<file path="src/hw/rtl/cbpe_pkg.sv">
`timescale 1ns / 1ps
// ----------------------------------------------------------------------------
// cubic bezier point evaluator package
// default widths, control point register map and pipeline figures
// ----------------------------------------------------------------------------
package cbpe_pkg;

  localparam int COORD_WIDTH_DEF         = 24;
  localparam int PARAM_FRACTION_BITS_DEF = 16;

  localparam int NUM_REGS        = 8;
  localparam int REG_INDEX_WIDTH = $clog2(NUM_REGS);

  localparam logic [REG_INDEX_WIDTH-1:0] REG_START_X          = 3'd0;
  localparam logic [REG_INDEX_WIDTH-1:0] REG_START_Y          = 3'd1;
  localparam logic [REG_INDEX_WIDTH-1:0] REG_FIRST_CONTROL_X  = 3'd2;
  localparam logic [REG_INDEX_WIDTH-1:0] REG_FIRST_CONTROL_Y  = 3'd3;
  localparam logic [REG_INDEX_WIDTH-1:0] REG_SECOND_CONTROL_X = 3'd4;
  localparam logic [REG_INDEX_WIDTH-1:0] REG_SECOND_CONTROL_Y = 3'd5;
  localparam logic [REG_INDEX_WIDTH-1:0] REG_END_X            = 3'd6;
  localparam logic [REG_INDEX_WIDTH-1:0] REG_END_Y            = 3'd7;

  // register stages inside one interpolation unit
  localparam int LERP_STAGES = 3;
  // de casteljau levels for a cubic
  localparam int CURVE_LEVELS = 3;

endpackage

</file>
<file path="src/hw/rtl/cbpe_lerp.sv">
`timescale 1ns / 1ps
// ----------------------------------------------------------------------------
// cbpe_lerp: exact fixed-point interpolation a*(1-t) + b*t
// three register stages: difference, split partial products, final sum;
// the result carries FRAC more fraction bits than the inputs
// ----------------------------------------------------------------------------
module cbpe_lerp #(
  parameter int IN_WIDTH = cbpe_pkg::COORD_WIDTH_DEF,
  parameter int FRAC     = cbpe_pkg::PARAM_FRACTION_BITS_DEF
) (
  input  logic                         clk,
  input  logic signed [IN_WIDTH-1:0]   a,
  input  logic signed [IN_WIDTH-1:0]   b,
  input  logic        [FRAC:0]         t,
  output logic signed [IN_WIDTH+FRAC-1:0] r
);

  localparam int TW = FRAC + 1;
  localparam int DW = IN_WIDTH + 1;
  localparam int LO = DW / 2;
  localparam int HI = DW - LO;
  localparam int OW = IN_WIDTH + FRAC;

  logic signed [IN_WIDTH-1:0] a1;
  logic signed [DW-1:0]       d1;
  logic        [TW-1:0]       t1;

  logic signed [IN_WIDTH-1:0] a2;
  logic        [LO+TW-1:0]    lo_p;
  logic signed [HI+TW:0]      hi_p;

  logic signed [OW-1:0]       a_term;
  logic signed [OW-1:0]       hi_term;
  logic signed [OW-1:0]       lo_term;

  // stage 1: b - a, so that a*(1-t) + b*t = a + (b - a)*t
  always_ff @(posedge clk) begin
    a1 <= a;
    d1 <= DW'(b) - DW'(a);
    t1 <= t;
  end

  // stage 2: difference split in two halves, each multiplied by t
  always_ff @(posedge clk) begin
    a2   <= a1;
    lo_p <= d1[LO-1:0] * t1;
    hi_p <= $signed(d1[DW-1:LO]) * $signed({1'b0, t1});
  end

  assign a_term  = OW'(a2) <<< FRAC;
  assign hi_term = OW'(hi_p) <<< LO;
  assign lo_term = $signed(OW'(lo_p));

  // stage 3: the exact result fits OW bits, so wrap-around sums are safe
  always_ff @(posedge clk) begin
    r <= a_term + hi_term + lo_term;
  end

endmodule

</file>
<file path="config.mk">
export PLATFORM = sky130hd
export DESIGN_NAME = cbpe_lerp
export DESIGN_NICKNAME = d
export VERILOG_FILES = /design/src/hw/rtl/cbpe_pkg.sv /design/src/hw/rtl/cbpe_lerp.sv
export SDC_FILE = /design/constraint.sdc
export NUM_CORES = 1
export LEC_CHECK = 0
export ABC_AREA = 1
export BUFFER_PORTS_ARGS = -buffer_cell sky130_fd_sc_hd__buf_4
export CAP_MARGIN = 20
export CORE_MARGIN = 5
export CORE_UTILIZATION = 64
export DETAILED_ROUTE_END_ITERATION = 16
export PLACE_DENSITY_LB_ADDON = 0.3
export RECOVER_POWER = 25
export SYNTH_ARGS = -nofsm -noshare
export SYNTH_HDL_FRONTEND = slang
export SYNTH_SLANG_ARGS = --single-unit
</file>
<file path="constraint.sdc">
create_clock -name clk -period 6.1 [get_ports clk]
set_input_delay 1.22 -clock clk [delete_from_list [all_inputs] [get_ports clk]]
set_output_delay 1.22 -clock clk [all_outputs]
set_load 0.005 [all_outputs]
</file>
==> reports/results.tsv <==
stage	metric	value	unit
setup_path	crit_chain	buf_4, nand2_1, inv_1, fa_1, inv_1, fa_1, inv_1, fa_1, fa_1, fa_1, ha_1, ha_1, nand2_1, inv_1, nand2_1, o21ai_1, nand3b_1, nand3_1, nand2_1	
yosys	yosysMostFrequentCell	nand2_1	
setup_path	timing.rr.end	hi_p[20]	
detailed_routing	drt_pass1_iterations	8	
detailed_routing	drt_iter0_markers	1529	
hold_path	hold_depth	0	
detailed_routing	vias	19100	
yosys	synthTopCellsByArea	fa_1 29%, dfxtp_1 16%, nand2_1 16%	
floorplanning	row_count	69	
yosys	syn_area_per_cell	7.40	sq um
global_route	grt_pass1_vias	19800	
setup_path	crit_family	adder cells	
yosys	synth_seq_cells	187	
detailed_routing	ant_nets	0	
finish	n_antenna_cell	0	
global_route	antenna_found_initial	0	
yosys	synth.top_cells.by_count	973 x nand2_1, 798 x inv_1, 330 x fa_1	
placed_design	place_congestion	0.979	
yosys	synth_top_area_frac	0.289	
sta	setup_tns	0	ps
finish	fin_util	0.698	
detailed_routing	wire_per_inst	17.6	microns
yosys	synth_edf_count	0	
global_route	grt_overflow	0	
finish	syn2layout_area_growth	8.21	%
sta	rsz0062_at_grt	false	
yosys	synth.area.mux_share	0	
floorplanning	start_util	0.645	
floorplanning	die_h	199	microns
sta	hold_viol_final	0	
floorplanning	design.portCount	106	
clock_network	cts_sinks	187	
sta	drv_slew	0	
clock_network	cts.hold.buffers_added	0	
yosys	syn_area	22800	sq um
placed_design	io_buffers	105	
hold_path	min-delay-start	a1[14]	
floorplanning	dieArea	39500	sq um
placed_design	dpl-instance-area	24100	sq um
detailed_routing	post-route-drc-count	0	
clock_network	worstSkewPairLatency	460	ps
yosys	syn_inst	3084	
setup_path	cp_slowest_cell	dfxtp_1	
setup_path	crit_fanout	16	
setup_path	r2r_setup_slack	480	ps
yosys	yosys.area_share.simple	0.231	
clock_network	tritoncts	built	
yosys	synth_flop_cell	dfxtp_1	
detailed_routing	wl	63900	microns
hold_path	hold_path.class	flip-flop to flip-flop	
clock_network	numCtsBuffers	17	
setup_path	rr_startpoint	t1[7]	
clock_network	post_cts_resized	0	
run_status	run_status	completed	
yosys	synth_top_family_by_area	adder cells	
setup_path	crit_type	flip-flop to flip-flop	
sta	fin_skew	14.3	ps
sta	relSlewSlack	0.253	
clock_network	clkTransAtPathRegs	90	ps
yosys	ys_types	30	
yosys	synth_nets	3698	
setup_path	critPathBufInv	5	
setup_path	worstSetupEndpointType	flip-flop	
setup_path	cp_slowest_stage_delay	930	ps
placed_design	place_hpwl	53700	microns
finish	stdcell_area	24700	sq um
run	drv_cap	0	
clock_network	cts_htree_levels	4	
clock_network	cts_buffer_depth	2	
sta	max_freq	0.178	GHz
yosys	yosysTopAreaCell	fa_1	
hold_path	hold_end	a2[14]	
global_route	grt_usage	0.335	
yosys	synth_fa_ha_area_frac	0.409	
clock_network	post-cts-setup-buffers	0	
floorplanning	fp.coreArea	35400	sq um
setup_path	cpMostUsedCell	fa_1	
yosys	synth-seq-area-share	0.164	
sta	final-setup-viol-count	0	
yosys	synth_compound_area_frac	0.0247	
sta	worst_pin_slew	1120	ps
global_route	grt_pass1_wl	103000	microns
detailed_routing	viasPerCell	5.28	
yosys	synthArstFlopShare	0	
finish	drive_gt1_frac	0.0750	
setup_path	arrival	5960	ps
sta	layout_min_cycle_time	5620	ps
setup_path	crit_required	6430	ps
clock_network	cts_root_buf	clkbuf_16	
yosys	synth_warnings	0	
yosys	synth-xor-area-share	0.0230	
setup_path	rr_worst_depth	19	
setup_path	critPathLaunchType	flip-flop	
finish	fin_nets	3761	
global_route	grt_start_max_net_pins	26	
floorplanning	die_w	199	microns
finish	fill_cells	2981	
sta	period_share	0.922	
## layer usage
metal / global-route usage / vias to the layer above / wire length, microns
met3: 0.0686 / 166 / 5500
li1: - / 9040 / -
met5: 0 / - / 0
met2: 0.552 / 869 / 29900
met1: 0.436 / 9057 / 25800
met4: 0.137 / 0 / 2740
## metrics by stage
stage               cells  worst slack [ps]  hold slack, ps
CTS                  3621               571             329
global route         3621               199             334
floorplan            3084              1030             310
global placement     3589               615             310
finish               3621               476             326
detailed placement   3589               587             312
## area by class of cell
cell class / count / area [sq um] / share of cell area
multi-input combinational: 1997 / 15700 / 0.636
sequential: 187 / 3740 / 0.152
inverter: 801 / 3010 / 0.122
timing repair buffer: 143 / 1070 / 0.0432
tap: 461 / 577 / 0.0234
clock buffer: 18 / 429 / 0.0174
clock inverter: 14 / 176 / 0.00714
## worst max-delay path by stage
stage | from | end | depth (start not counted)
finish | t1[7] | hi_p[20] | 19
global route | d1[24] | hi_p[16] | 18
CTS | d1[24] | hi_p[16] | 14
detailed placement | d1[24] | hi_p[16] | 14
global placement | t1[5] | hi_p[16] | 13
floorplan | t1[1] | hi_p[17] | 20
## sequential cells by signal (all words and copies together) (netlist names)
register,cells
a1,24
a2,24
d1,25
hi_p,28
lo_p,29
r,40
t1,17
## cell families (layout without fill, tap and decap cells)
logic type,Yosys count,count (layout)
adders and majority gates,548,548
xor gates and xnor gates,60,60
and+or+nand+nor,1284,1284
DFF,187,187
AOI/OAI and AO/OA,105,105
buffers and inverters,900,976
## layout by cell type, fill, tap and decap left out, types with 38 or more instances in the layout
cell type / instances
nand2_1: 973
inv_1: 798
fa_1: 330
ha_1: 218
dfxtp_1: 187
buf_4: 124
nor2_1: 108
nand3_1: 81
a21oi_1: 74
nand4_1: 39
xor2_1: 38
Power is not shown: default switching activity piles up to over one toggle a cycle in this logic, so the estimate is an artifact.
